## config.mk

```make
export PLATFORM = sky130hd
export DESIGN_NAME = well_shake_step_sequencer
export DESIGN_NICKNAME = d
export VERILOG_FILES = /design/src/rtl/wsss_pkg.sv /design/src/rtl/wsss_cfg.sv /design/src/rtl/wsss_core.sv /design/src/rtl/well_shake_step_sequencer.sv
export SDC_FILE = /design/constraint.sdc
export NUM_CORES = 1
export LEC_CHECK = 0
export BUFFER_PORTS_ARGS = -buffer_cell sky130_fd_sc_hd__buf_2
export CAP_MARGIN = 20
export CORE_MARGIN = 2
export CORE_UTILIZATION = 40
export CTS_BUF_LIST = sky130_fd_sc_hd__clkbuf_4 sky130_fd_sc_hd__clkbuf_8 sky130_fd_sc_hd__clkbuf_16
export DETAILED_ROUTE_END_ITERATION = 16
export PLACE_DENSITY_LB_ADDON = 0.2
export SLEW_MARGIN = 20
export SYNTH_ARGS = -nofsm -noshare
export SYNTH_HDL_FRONTEND = slang
export SYNTH_SLANG_ARGS = --single-unit
```

## constraint.sdc

```tcl
create_clock -name aclk -period 5.7 [get_ports aclk]
set_input_delay 1.14 -clock aclk [delete_from_list [all_inputs] [get_ports aclk]]
set_output_delay 1.14 -clock aclk [all_outputs]
set_load 0.005 [all_outputs]
```

## src/rtl/wsss_pkg.sv

```systemverilog
// Shared types, codes and helpers for the shake step sequencer.
// No dependencies; used by every module of the block.
`default_nettype none

package wsss_pkg;

    // Command codes carried on the input tuser
    typedef logic [1:0] cmd_t;
    localparam cmd_t CMD_POLL  = 2'd0;
    localparam cmd_t CMD_START = 2'd1;
    localparam cmd_t CMD_STOP  = 2'd2;

    // Configuration register indexes
    typedef logic [2:0] cfg_index_t;
    localparam cfg_index_t CFG_WELL_X           = 3'd0;
    localparam cfg_index_t CFG_Z_BOTTOM         = 3'd1;
    localparam cfg_index_t CFG_WAIT_AFTER_X     = 3'd2;
    localparam cfg_index_t CFG_WAIT_AT_BOTTOM   = 3'd3;
    localparam cfg_index_t CFG_SHAKE_TIME       = 3'd4;
    localparam cfg_index_t CFG_WAIT_AFTER_SHAKE = 3'd5;
    localparam cfg_index_t CFG_WAIT_AT_TOP      = 3'd6;

    // Phase codes as reported on phase_out
    typedef logic [2:0] phase_code_t;
    localparam phase_code_t PC_IDLE   = 3'd0;
    localparam phase_code_t PC_START  = 3'd1;
    localparam phase_code_t PC_MOVE_X = 3'd2;
    localparam phase_code_t PC_WAIT   = 3'd3;
    localparam phase_code_t PC_LOWER  = 3'd4;
    localparam phase_code_t PC_SHAKE  = 3'd5;
    localparam phase_code_t PC_RAISE  = 3'd6;
    localparam phase_code_t PC_FINISH = 3'd7;

    // One-hot phase machine encoding
    typedef enum logic [7:0] {
        PH_IDLE   = 8'b0000_0001,
        PH_START  = 8'b0000_0010,
        PH_MOVE_X = 8'b0000_0100,
        PH_WAIT   = 8'b0000_1000,
        PH_LOWER  = 8'b0001_0000,
        PH_SHAKE  = 8'b0010_0000,
        PH_RAISE  = 8'b0100_0000,
        PH_FINISH = 8'b1000_0000
    } phase_t;

    // Configuration as seen by the step logic; waits are held as tick spans
    typedef struct packed {
        logic [31:0] well_x;
        logic [31:0] z_bottom;
        logic [31:0] span_after_x;
        logic [31:0] span_at_bottom;
        logic [31:0] span_shake;
        logic [31:0] span_after_shake;
        logic [31:0] span_at_top;
    } cfg_t;

    typedef struct packed {
        cmd_t        command;
        logic [31:0] now_ms;
        logic [31:0] x_position;
        logic [31:0] z_position;
    } item_t;

    typedef struct packed {
        logic        x_move_valid;
        logic [31:0] x_target;
        logic        z_move_valid;
        logic [31:0] z_target;
        logic        step_done;
        phase_code_t phase_out;
    } result_t;

    function automatic phase_code_t phase_code(input phase_t ph);
        phase_code_t code;
        case (ph)
            PH_IDLE:   code = PC_IDLE;
            PH_START:  code = PC_START;
            PH_MOVE_X: code = PC_MOVE_X;
            PH_WAIT:   code = PC_WAIT;
            PH_LOWER:  code = PC_LOWER;
            PH_SHAKE:  code = PC_SHAKE;
            PH_RAISE:  code = PC_RAISE;
            PH_FINISH: code = PC_FINISH;
            default:   code = PC_IDLE;
        endcase
        return code;
    endfunction

endpackage

`default_nettype wire

```

## src/rtl/wsss_cfg.sv

```systemverilog
// Configuration register file of the shake step sequencer.
// Depends on wsss_pkg; wait times are turned into tick spans on write.
`default_nettype none

module wsss_cfg #(
    parameter int TICKS_PER_SECOND = 1000
) (
    input  wire logic                  aclk,
    input  wire logic                  aresetn,
    input  wire logic                  wr_en,
    input  wire wsss_pkg::cfg_index_t  wr_index,
    input  wire logic [31:0]           wr_data,
    output wsss_pkg::cfg_t             cfg
);

    localparam logic [31:0] TICKS = 32'(TICKS_PER_SECOND);

    wsss_pkg::cfg_t cfg_reg;
    wsss_pkg::cfg_t cfg_next;
    logic [31:0]    span;

    // Low 16 bits of the seconds value times ticks per second, kept modulo 2^32
    assign span = 32'({16'd0, wr_data[15:0]} * TICKS);

    always_comb begin
        cfg_next = cfg_reg;
        if (wr_en) begin
            case (wr_index)
                wsss_pkg::CFG_WELL_X:           cfg_next.well_x           = wr_data;
                wsss_pkg::CFG_Z_BOTTOM:         cfg_next.z_bottom         = wr_data;
                wsss_pkg::CFG_WAIT_AFTER_X:     cfg_next.span_after_x     = span;
                wsss_pkg::CFG_WAIT_AT_BOTTOM:   cfg_next.span_at_bottom   = span;
                wsss_pkg::CFG_SHAKE_TIME:       cfg_next.span_shake       = span;
                wsss_pkg::CFG_WAIT_AFTER_SHAKE: cfg_next.span_after_shake = span;
                wsss_pkg::CFG_WAIT_AT_TOP:      cfg_next.span_at_top      = span;
                default: ;
            endcase
        end
    end

    always_ff @(posedge aclk) begin
        if (!aresetn) begin
            cfg_reg <= '0;
        end else begin
            cfg_reg <= cfg_next;
        end
    end

    assign cfg = cfg_reg;

endmodule

`default_nettype wire

```

## src/rtl/wsss_core.sv

```systemverilog
// Phase machine and single-pass step logic of the shake step sequencer.
// Depends on wsss_pkg; state advances once per stepped item.
`default_nettype none

module wsss_core #(
    parameter int SHAKE_LIFT = 1000
) (
    input  wire logic              aclk,
    input  wire logic              aresetn,
    input  wire logic              step_en,
    input  wire wsss_pkg::item_t   item,
    input  wire wsss_pkg::cfg_t    cfg,
    output wsss_pkg::result_t      result
);

    localparam logic [31:0] LIFT = 32'(SHAKE_LIFT);

    wsss_pkg::phase_t phase_reg, phase_next;
    wsss_pkg::phase_t prior_reg, prior_next;
    logic [31:0]      deadline_reg, deadline_next;

    logic [31:0] lifted;
    logic        expired;
    logic        load_deadline;
    logic [31:0] span_sel;
    logic        x_mv, z_mv, done;
    logic [31:0] x_tgt, z_tgt;

    assign lifted  = cfg.z_bottom - LIFT;
    assign expired = item.now_ms > deadline_reg;

    always_comb begin
        phase_next    = phase_reg;
        prior_next    = prior_reg;
        load_deadline = 1'b0;
        span_sel      = cfg.span_after_x;
        x_mv          = 1'b0;
        z_mv          = 1'b0;
        done          = 1'b0;
        x_tgt         = '0;
        z_tgt         = '0;
        case (item.command)
            wsss_pkg::CMD_START: begin
                if (phase_reg == wsss_pkg::PH_IDLE) begin
                    phase_next = wsss_pkg::PH_START;
                end
            end
            wsss_pkg::CMD_STOP: begin
                phase_next = wsss_pkg::PH_IDLE;
            end
            wsss_pkg::CMD_POLL: begin
                case (phase_reg)
                    wsss_pkg::PH_START: begin
                        x_mv       = 1'b1;
                        x_tgt      = cfg.well_x;
                        prior_next = wsss_pkg::PH_START;
                        phase_next = wsss_pkg::PH_MOVE_X;
                    end
                    wsss_pkg::PH_MOVE_X: begin
                        if (item.x_position == cfg.well_x) begin
                            prior_next    = wsss_pkg::PH_MOVE_X;
                            phase_next    = wsss_pkg::PH_WAIT;
                            load_deadline = 1'b1;
                            span_sel      = cfg.span_after_x;
                        end
                    end
                    wsss_pkg::PH_WAIT: begin
                        if (expired) begin
                            case (prior_reg)
                                wsss_pkg::PH_MOVE_X: begin
                                    z_mv       = 1'b1;
                                    z_tgt      = cfg.z_bottom;
                                    phase_next = wsss_pkg::PH_LOWER;
                                end
                                wsss_pkg::PH_LOWER: begin
                                    z_mv          = 1'b1;
                                    z_tgt         = lifted;
                                    load_deadline = 1'b1;
                                    span_sel      = cfg.span_shake;
                                    phase_next    = wsss_pkg::PH_SHAKE;
                                end
                                wsss_pkg::PH_SHAKE: begin
                                    z_mv       = 1'b1;
                                    z_tgt      = '0;
                                    phase_next = wsss_pkg::PH_RAISE;
                                end
                                wsss_pkg::PH_RAISE: begin
                                    phase_next = wsss_pkg::PH_FINISH;
                                end
                                default: ;
                            endcase
                        end
                    end
                    wsss_pkg::PH_LOWER: begin
                        if (item.z_position == cfg.z_bottom) begin
                            prior_next    = wsss_pkg::PH_LOWER;
                            phase_next    = wsss_pkg::PH_WAIT;
                            load_deadline = 1'b1;
                            span_sel      = cfg.span_at_bottom;
                        end
                    end
                    wsss_pkg::PH_SHAKE: begin
                        if (item.z_position == lifted) begin
                            z_mv  = 1'b1;
                            z_tgt = cfg.z_bottom;
                        end else if (item.z_position == cfg.z_bottom) begin
                            if (expired) begin
                                prior_next    = wsss_pkg::PH_SHAKE;
                                phase_next    = wsss_pkg::PH_WAIT;
                                load_deadline = 1'b1;
                                span_sel      = cfg.span_after_shake;
                            end else begin
                                z_mv  = 1'b1;
                                z_tgt = lifted;
                            end
                        end
                    end
                    wsss_pkg::PH_RAISE: begin
                        if (item.z_position == '0) begin
                            prior_next    = wsss_pkg::PH_RAISE;
                            phase_next    = wsss_pkg::PH_WAIT;
                            load_deadline = 1'b1;
                            span_sel      = cfg.span_at_top;
                        end
                    end
                    wsss_pkg::PH_FINISH: begin
                        prior_next = wsss_pkg::PH_FINISH;
                        phase_next = wsss_pkg::PH_IDLE;
                        done       = 1'b1;
                    end
                    default: ;
                endcase
            end
            default: ;
        endcase
    end

    assign deadline_next = load_deadline ? (item.now_ms + span_sel) : deadline_reg;

    always_ff @(posedge aclk) begin
        if (!aresetn) begin
            phase_reg    <= wsss_pkg::PH_IDLE;
            prior_reg    <= wsss_pkg::PH_IDLE;
            deadline_reg <= '0;
        end else if (step_en) begin
            phase_reg    <= phase_next;
            prior_reg    <= prior_next;
            deadline_reg <= deadline_next;
        end
    end

    assign result.x_move_valid = x_mv;
    assign result.x_target     = x_tgt;
    assign result.z_move_valid = z_mv;
    assign result.z_target     = z_tgt;
    assign result.step_done    = done;
    assign result.phase_out    = wsss_pkg::phase_code(phase_next);

endmodule

`default_nettype wire

```

## src/rtl/well_shake_step_sequencer.sv

```systemverilog
// Top level of the shake step sequencer: stream ports, input and result registers.
// Depends on wsss_pkg, wsss_cfg and wsss_core.
`default_nettype none

// Each input beat is a start, a stop or a poll carrying the millisecond count
// and the current X and Z positions; every beat yields exactly one result beat
// with any new X or Z target, a done flag and the phase after the beat.
// Throughput is one beat per cycle while m_tready stays high. A result beat
// goes from the input register through the single-pass step logic into the
// result register, which presents it on m_*; a wait on m_tready can hold it
// in the input register. While a result waits on m_tready, the input register
// still takes one more beat; only then does s_tready drop until the result
// drains. Wait times are converted to tick spans when written, so configuration
// must only be written while no beat is in flight.
module well_shake_step_sequencer #(
    parameter int SHAKE_LIFT       = 1000,
    parameter int TICKS_PER_SECOND = 1000
) (
    input  wire logic        aclk,
    input  wire logic        aresetn,

    input  wire logic        s_tvalid,
    output logic             s_tready,
    // [31:0] now_ms, [63:32] x_position, [95:64] z_position
    input  wire logic [95:0] s_tdata,
    // [1:0] command
    input  wire logic [1:0]  s_tuser,

    output logic             m_tvalid,
    input  wire logic        m_tready,
    // [0] x_move_valid, [32:1] x_target, [33] z_move_valid, [65:34] z_target,
    // [66] step_done, [69:67] phase_out, [71:70] zero
    output logic [71:0]      m_tdata,

    input  wire logic        cfg_valid,
    output logic             cfg_ready,
    input  wire logic [2:0]  cfg_index,
    input  wire logic [31:0] cfg_data
);

    wsss_pkg::cfg_t    cfg;
    wsss_pkg::item_t   in_item_reg;
    wsss_pkg::result_t step_result;
    wsss_pkg::result_t out_res_reg;

    logic in_valid_reg, in_valid_next;
    logic out_valid_reg, out_valid_next;
    logic s_accept;
    logic advance;

    // Registers are always writable
    assign cfg_ready = 1'b1;

    wsss_cfg #(
        .TICKS_PER_SECOND(TICKS_PER_SECOND)
    ) u_cfg (
        .aclk     (aclk),
        .aresetn  (aresetn),
        .wr_en    (cfg_valid),
        .wr_index (cfg_index),
        .wr_data  (cfg_data),
        .cfg      (cfg)
    );

    // Advance the held beat when the result register is free or being drained
    assign advance  = in_valid_reg && (!out_valid_reg || m_tready);
    assign s_tready = !in_valid_reg || advance;
    assign s_accept = s_tvalid && s_tready;

    always_comb begin
        in_valid_next = in_valid_reg;
        if (s_accept) begin
            in_valid_next = 1'b1;
        end else if (advance) begin
            in_valid_next = 1'b0;
        end
    end

    always_comb begin
        out_valid_next = out_valid_reg;
        if (advance) begin
            out_valid_next = 1'b1;
        end else if (m_tready) begin
            out_valid_next = 1'b0;
        end
    end

    always_ff @(posedge aclk) begin
        if (!aresetn) begin
            in_valid_reg  <= 1'b0;
            out_valid_reg <= 1'b0;
        end else begin
            in_valid_reg  <= in_valid_next;
            out_valid_reg <= out_valid_next;
        end
    end

    // Capture the input beat; payload needs no reset
    always_ff @(posedge aclk) begin
        if (s_accept) begin
            in_item_reg.command    <= s_tuser;
            in_item_reg.now_ms     <= s_tdata[31:0];
            in_item_reg.x_position <= s_tdata[63:32];
            in_item_reg.z_position <= s_tdata[95:64];
        end
    end

    // Step the phase machine exactly once per advanced beat
    wsss_core #(
        .SHAKE_LIFT(SHAKE_LIFT)
    ) u_core (
        .aclk    (aclk),
        .aresetn (aresetn),
        .step_en (advance),
        .item    (in_item_reg),
        .cfg     (cfg),
        .result  (step_result)
    );

    always_ff @(posedge aclk) begin
        if (advance) begin
            out_res_reg <= step_result;
        end
    end

    assign m_tvalid = out_valid_reg;
    assign m_tdata  = {2'b00,
                       out_res_reg.phase_out,
                       out_res_reg.step_done,
                       out_res_reg.z_target,
                       out_res_reg.z_move_valid,
                       out_res_reg.x_target,
                       out_res_reg.x_move_valid};

endmodule

`default_nettype wire
```

==> results of run 1 <==
[repair_timing]
action / in CTS / in global routing
hold endpoints to repair: 0 / 0
resized for setup: 3 / 36
pin swaps: 1 / 16
setup buffers: 1 / 7
endpoints found under the setup margin: 5 / 13
[layout by cell type (no fill, tap or decap), types with 38 or more instances in the layout]
cell type,instances
ha_1,107
buf_4,115
nand3_1,40
and2_1,42
buf_2,209
edfxtp_1,168
xor2_1,38
xnor2_1,91
a21oi_1,244
inv_1,144
clkbuf_16,45
nor2_1,142
o21ai_0,66
fa_1,54
nand2_1,426
nor3_1,48
o21a_1,49
dfxtp_1,228
[through the flow]
step           util (%)  TNS, ps
3_3_place_gp       44.8        0
6_report           48.2        0
4_1_cts            47.8        0
2_1_floorplan         -        0
5_1_grt            48.2     -209
3_5_place_dp       44.8     -288
[worst max-delay path: cells and delay by family, from the launching register on]
family / cells / cell delay (ps)
AO/OA/AOI/OAI: 12 / 2300
buffers and inverters: 6 / 1120
AND/OR/NAND/NOR: 5 / 1050
adder cells (fa/ha/maj): 2 / 540
flip-flops: 1 / 400
[worst paths after layout]
| check | to | depth (start not counted) | slack, ps |
|---|---|---|---|
| hold / removal | u_core.deadline_reg[10]$_SDFFE_PN0P_ | 2 | 450 |
| hold reg to reg | u_core.deadline_reg[10]$_SDFFE_PN0P_ | 2 | 450 |
| setup / recovery | u_core.deadline_reg[30]$_SDFFE_PN0P_ | 25 | 210 |
| setup reg to reg | u_core.deadline_reg[30]$_SDFFE_PN0P_ | 25 | 210 |
[cells by family after synthesis]
kind of cell	Yosys count
simple gates	856
compound gates	558
flops	396
buf+inv	271
fa+ha+maj	164
xor+xnor	129
mux	13
other cells	2
[layer usage]
layer | track usage [%] | share of wire [%] | vias to the layer above
met3 | 3.05 | 5.6 | 106
met1 | 30.7 | 43 | 8912
met4 | 7.81 | 3.0 | 2
li1 | - | - | 8863
met2 | 40.3 | 49 | 568
met5 | 0 | 0.016 | -
[power by group]
group / internal (mW) / switching [mW]
sequential: 3.12 / 0.103
clock: 1.92 / 1.21
combinational: 1.14 / 1.71
total: 6.18 / 3.02
[final cells by class]
type                            instances  area, um2  area share [%]
Timing Repair Buffer                  328       1980            7.61
Inverter                              146        553            2.13
Clock buffer                           59       1260            4.86
Clock inverter                         24        330            1.27
Antenna cell                            1       2.50         0.00964
Sequential cell                       396       9610            37.0
Tap cell                              696        871            3.36
Multi-Input combinational cell       1723      11400            43.7
==> results.rst, run 1 <==
.. list-table::
   :header-rows: 1

   * - Metric
     - Value
   * - Outcome
     - finished, final reports clean
   * - Pin count of the biggest net entering global routing
     - 79
   * - Worst endpoint data arrival time
     - 5970 ps
   * - Area fraction in compound gates after synthesis
     - 16.2%
   * - Average size of a mapped cell
     - 9.12 um2
   * - Clock root buffer
     - clkbuf_16
   * - Hold Path Origin
     - u_core.deadline_reg[10]$_SDFFE_PN0P_
   * - WHS
     - 452 ps
   * - Fraction of the mapped netlist area in adder cells
     - 11.3%
   * - Clk_skew
     - 30.4 ps
   * - Number of standard cells in the layout, taps in and fillers out
     - 3373
   * - Critical path startpoint category
     - flip-flop
   * - Growth of design area from synthesis to finish
     - 19.1%
   * - Cell with the most instances after synthesis
     - nand2_1
   * - Final hold vios
     - 0
   * - Largest fanout on the critical path
     - 14
   * - Number of buffer cells added on primary ports
     - 209
   * - Biggest cell delay along the critical path
     - 400 ps
   * - Critical path type
     - flip-flop to flip-flop
   * - Library cells used by synthesis
     - 71
   * - Fraction of registers with async set/reset
     - 0%
   * - Final count of negative-setup-slack endpoints
     - 0
   * - Critical register-to-register path startpoint
     - in_item_reg[79]$_DFFE_PP_
   * - Drt via density
     - 5.47
   * - First DRT Iteration DRCs
     - 1696
   * - Endpoint class of the critical path
     - flip-flop
   * - Floorplan die width
     - 237 um
   * - Per-cell routed wire length
     - 19.8 um
   * - Remaining DRCs
     - 0
   * - Main combinational cell family by area after synthesis
     - simple AND/OR/NAND/NOR gates
   * - Library cell contributing the largest single delay on the critical path
     - edfxtp_1
   * - Final count of pins violating max slew
     - 0
   * - Number of antenna violations at the first check in global routing
     - 1
   * - Nets@finish
     - 2942
   * - Tightest Hold Check Type
     - flip-flop to flip-flop
   * - Final design area excluding fillers
     - 26000 um2
   * - CTS tree
     - done
   * - Worst setup path start
     - in_item_reg[79]$_DFFE_PP_
   * - I/O pins
     - 213
   * - Post-route total power
     - 9.20 mW
   * - FMAX
     - 182 MHz
   * - CTS clock-pin slew for the worst setup and hold paths
     - 60 ps
   * - Library cell with the largest summed area after synthesis
     - edfxtp_1
   * - Most instantiated flip-flop cell in the synthesis netlist
     - dfxtp_1
   * - Most used cell along the critical path
     - buf_4
   * - Worst relative slew slack
     - 24.6%
   * - Post-detailed-placement cell area
     - 24100 um2
   * - Vias
     - 18500
   * - Syn Inst Count
     - 2389
   * - Post-synth EDFFs
     - 168
   * - Fin crit period
     - 5490 ps
   * - Final cycle utilization of the critical path
     - 96.4%
   * - Sequential element share of the synthesized area
     - 44.1%
   * - Row Count
     - 85
   * - Clk buf depth
     - 3
   * - Maximum vdd ir drop
     - 247 uV
   * - Clock network latency to the later pin of the worst-skew pair
     - 590 ps
   * - Minimum setup slack after placement
     - -67.3 ps
   * - Clock buffers created by TritonCTS
     - 45
   * - Number of global-route vias before repair
     - 18200
   * - Total Routed Length
     - 66900 um
   * - List of most frequent post-synthesis cells
     - 426 x nand2_1, 248 x a21oi_1, 228 x dfxtp_1, 168 x edfxtp_1, 151 x nor2_1
   * - Placed insts
     - 3281
   * - Netlist area before placement
     - 21800 um2
   * - Simple-gate share of the synthesized area
     - 17.8%
   * - Max Cap Viol
     - 0
   * - Global route total overflow
     - 0
   * - Top cell type's share of synthesized area
     - 23.2%
   * - Length of the first detailed-routing pass in iterations
     - 8
   * - Area enclosed by the die boundary
     - 56300 um2
   * - Critical path required time
     - 6180 ps
   * - Multiplexer share of the synthesized area
     - 0.615%
   * - Least setup slack across all paths after layout
     - 208 ps
   * - Die H
     - 237 um
   * - Core box area
     - 53800 um2
   * - Overall track demand over capacity in global routing
     - 23.5%
   * - RePlAce Congestion
     - 0.898
   * - Transition time at the pin with the least slew margin
     - 1130 ps
   * - Layout cell share with drive strength beyond 1
     - 17.5%
   * - Leakage power of the design
     - 10.0 nW
   * - Power per unit of standard cell area
     - 354 nW/um2
   * - Final HPWL from detailed placement
     - 49000 um
   * - Initial core utilization
     - 40.5%
   * - Xor/xnor cell area share of the yosys netlist
     - 5.19%
   * - Dominant cells by area after synthesis
     - edfxtp_1 23%, dfxtp_1 21%, nand2_1 7.3%
   * - Count of fill cells added during filler insertion
     - 5118
   * - Sinks on the clock net
     - 396
   * - CTS hold repair buffers
     - 0
   * - First-pass GRT wire length
     - 104000 um
   * - Number of H-tree levels
     - 2
   * - Ys Warns
     - 0
   * - Routed Antenna Nets
     - 0
   * - Flops & latches, synth
     - 396
   * - Flip-flop count of the largest register, all copies and words added
     - 179
No activity file was read; power rests on OpenSTA's default activity.
==> inputs of run 2 (changes only) <==
--- a/config.mk
+++ b/config.mk
@@ -5,7 +5,7 @@
 export SDC_FILE = /design/constraint.sdc
 export NUM_CORES = 1
 export LEC_CHECK = 0
-export BUFFER_PORTS_ARGS = -buffer_cell sky130_fd_sc_hd__buf_2
+export BUFFER_PORTS_ARGS = -buffer_cell sky130_fd_sc_hd__clkbuf_2
 export CAP_MARGIN = 20
 export CORE_MARGIN = 2
 export CORE_UTILIZATION = 40
==> run 2 against run 1 <==
Effect of this change:
- clock power fell by 2%
- clock skew fell by 1.6 ps
- critical endpoint unchanged
- fmax rose by 0.99%
- via count fell by 0.46%
- design area fell by 0.49%
- power fell by 0.58%
- register-to-register slack improved by 50 ps
- global-route usage fell by 0.23 points
- clock-buffer cell count rose by 5
- worst hold slack barely moved
- flip-flop and latch count did not move
- utilization fell by 0.24 points
==> results.rst, run 2 (synthesized netlist as in run 1, its figures left out) <==
.. list-table::
   :header-rows: 1

   * - Metric
     - Value
   * - Least setup slack across all paths after layout
     - 262 ps (+54.0 ps)
   * - Net switching power
     - 3.03 mW (+0.57%)
   * - Transition time at the pin with the least slew margin
     - 1150 ps (+25.1 ps)
   * - FMAX
     - 184 MHz (+0.99%)
   * - Global route total overflow
     - 0 (unchanged)
   * - Flip-flop count of the largest register, all copies and words added
     - 179 (unchanged)
   * - Number of standard cells in the layout, taps in and fillers out
     - 3368 (-0.15%)
   * - Switch share
     - 33.2% (+0.38 points)
   * - Final count of negative-setup-slack endpoints
     - 0 (unchanged)
   * - Area enclosed by the die boundary
     - 56300 um2 (unchanged)
   * - Post-layout util
     - 48.0% (-0.24 points)
   * - Total Routed Length
     - 65900 um (-1.4%)
   * - Per-cell routed wire length
     - 19.6 um (-1.3%)
   * - Minimum setup slack after placement
     - -108 ps (-40.5 ps)
   * - Nets@finish
     - 2937 (-0.17%)
   * - Sum of negative setup slack
     - 0 ps (unchanged)
   * - Layout cell share with drive strength beyond 1
     - 17.0% (-0.50 points)
   * - Clk buf depth
     - 3 (unchanged)
   * - Final count of pins violating max slew
     - 0 (unchanged)
   * - WHS
     - 452 ps (-0.456 ps)
   * - Critical path required time
     - 6200 ps (+20 ps)
   * - RePlAce Congestion
     - 0.901 (+0.35%)
   * - Maximum vdd ir drop
     - 259 uV (+5.2%)
   * - Tightest Hold Check Type
     - flip-flop to flip-flop
   * - Die H
     - 237 um (unchanged)
   * - Final cycle utilization of the critical path
     - 95.4% (-0.95 points)
   * - Number of antenna violations at the first check in global routing
     - 1 (unchanged)
   * - First-pass GRT wire length
     - 103000 um (-0.71%)
   * - Number of global-route vias before repair
     - 18100 (-0.59%)
   * - CTS hold repair buffers
     - 0 (unchanged)
   * - Length of the first detailed-routing pass in iterations
     - 6 (-2)
   * - Remaining DRCs
     - 0 (unchanged)
   * - Power per unit of standard cell area
     - 354 nW/um2 (about the same)
   * - Clk_skew
     - 28.8 ps (-1.57 ps)
   * - CTS tree
     - done
   * - Critical path startpoint category
     - flip-flop
   * - Growth of design area from synthesis to finish
     - 18.6%
   * - I/O pins
     - 213 (unchanged)
   * - Largest fanout on the critical path
     - 19 (+5)
   * - Drt via density
     - 5.45 (-0.31%)
   * - Leakage power of the design
     - 10.0 nW (-0.31%)
   * - Overall track demand over capacity in global routing
     - 23.3% (-0.23 points)
   * - Antenna diode count
     - 0 (-1)
   * - Endpoint class of the critical path
     - flip-flop
   * - Worst endpoint data arrival time
     - 5940 ps (-30 ps)
   * - Critical path type
     - flip-flop to flip-flop
   * - Clock root buffer
     - clkbuf_16
   * - Routed Antenna Nets
     - 0 (unchanged)
   * - Clock buffers created by TritonCTS
     - 45 (unchanged)
   * - Flop pwr share
     - 35.3% (+0.2 points)
   * - Post-route total power
     - 9.14 mW (-0.58%)
   * - Pin count of the biggest net entering global routing
     - 81 (+2.5%)
   * - Floorplan die width
     - 237 um (unchanged)
   * - Fin crit period
     - 5440 ps (-54.0 ps)
   * - Core box area
     - 53800 um2 (unchanged)
   * - CTS clock-pin slew for the worst setup and hold paths
     - 60 ps (about the same)
   * - Internal power component
     - 6.11 mW (-1.2%)
   * - Top library cells by usage in the layout, fill and taps aside
     - 426 x nand2_1, 245 x a21oi_1, 228 x dfxtp_1
   * - Final HPWL from detailed placement
     - 48600 um (-0.84%)
   * - Clock network latency to the later pin of the worst-skew pair
     - 600 ps (about the same)
   * - Combinational fraction of design power
     - 31.2% (+0.3 points)
   * - Number of buffer cells added on primary ports
     - 209 (unchanged)
   * - Outcome
     - finished, final reports clean
   * - Final hold vios
     - 0 (unchanged)
   * - Placed insts
     - 3280 (-0.030%)
   * - Row Count
     - 85 (unchanged)
   * - Sinks on the clock net
     - 396 (unchanged)
   * - Most common library cell in the layout ignoring fill and taps
     - nand2_1
   * - First DRT Iteration DRCs
     - 1288 (-24%)
   * - Vias
     - 18400 (-0.46%)
   * - Proportion of power drawn by the clock network
     - 33.5% (-0.5 points)
   * - Post-detailed-placement cell area
     - 24100 um2 (-0.10%)
   * - Worst relative slew slack
     - 21.2% (-3.5 points)
   * - Initial core utilization
     - 40.5% (unchanged)
   * - Max Cap Viol
     - 0 (unchanged)
   * - Final design area excluding fillers
     - 25800 um2 (-0.49%)
   * - Number of H-tree levels
     - 2 (unchanged)
[run 2: cell count changes in the layout (fill, tap and decap cells not counted), moves of 2 or more]
cell / previous run / this run
buf_4: 115 / 111
clkbuf_2: 0 / 209
bufinv_16: 8 / 5
clkbuf_4: 9 / 12
buf_12: 2 / 0
nor2_1: 142 / 144
a221oi_2: 7 / 1
nor2_4: 4 / 2
buf_2: 209 / 0
buf_6: 1 / 3
a221oi_1: 18 / 24
[run 2: layout make-up]
class                      instances  area [um2]
sequential                       396        9610
clock buffer                      64        1320
inverter                         146         553
clock inverter                    20         255
timing repair buffer             323        1910
tap                              696         871
multi-input combinational       1723       11300
fill                            5130       28000
[run 2: critical path, cell delays in order (launching register included)]
cell and delay (ps):
edfxtp_1 420, xor2_1 180, or4_1 510, or4_4 570, or3_4 420, a21o_1 230, nor2_1 190, buf_4 160
buf_6 210, a21oi_1 110, ha_1 370, o21ai_0 130, a221oi_2 340, o22a_1 220, a41oi_2 180, o211ai_1 260
a311oi_1 130, buf_4 160, or3_1 300, a311oi_1 250
[run 2: power by group through the flow]
stage               sequential (mW)  clock [mW]  combinational, mW
finish                         3.23        3.06               2.85
global route                   3.24        3.23               3.18
CTS                            3.23        3.12               2.84
detailed placement             3.29           0               2.82
global placement               3.28           0               2.79
floorplan                      3.25           0               1.72
[run 2: what timing repair did]
| item | 4_1_cts | 5_1_grt |
|---|---|---|
| setup buffers | 0 | 3 |
| pin swaps | 0 | 6 |
| setup endpoints to repair | 1 | 12 |
| cloned | 0 | 0 |
| resized for setup | 1 | 22 |
[run 2: final timing paths]
path                                             from                                    to  slack (ps)  cells after the start
setup / recovery            in_item_reg[18]$_DFFE_PP_  u_core.deadline_reg[30]$_SDFFE_PN0P_         260                     19
hold / removal    u_core.deadline_reg[6]$_SDFFE_PN0P_   u_core.deadline_reg[6]$_SDFFE_PN0P_         450                      2
setup reg to reg            in_item_reg[18]$_DFFE_PP_  u_core.deadline_reg[30]$_SDFFE_PN0P_         260                     19
hold reg to reg   u_core.deadline_reg[6]$_SDFFE_PN0P_   u_core.deadline_reg[6]$_SDFFE_PN0P_         450                      2
[run 2: metal layers]
metal	global-route usage, %	share of wire, %
met1	30.3	43
met3	3.15	5.2
met4	5.49	1.9
met2	40.9	49
met5	0	0.020
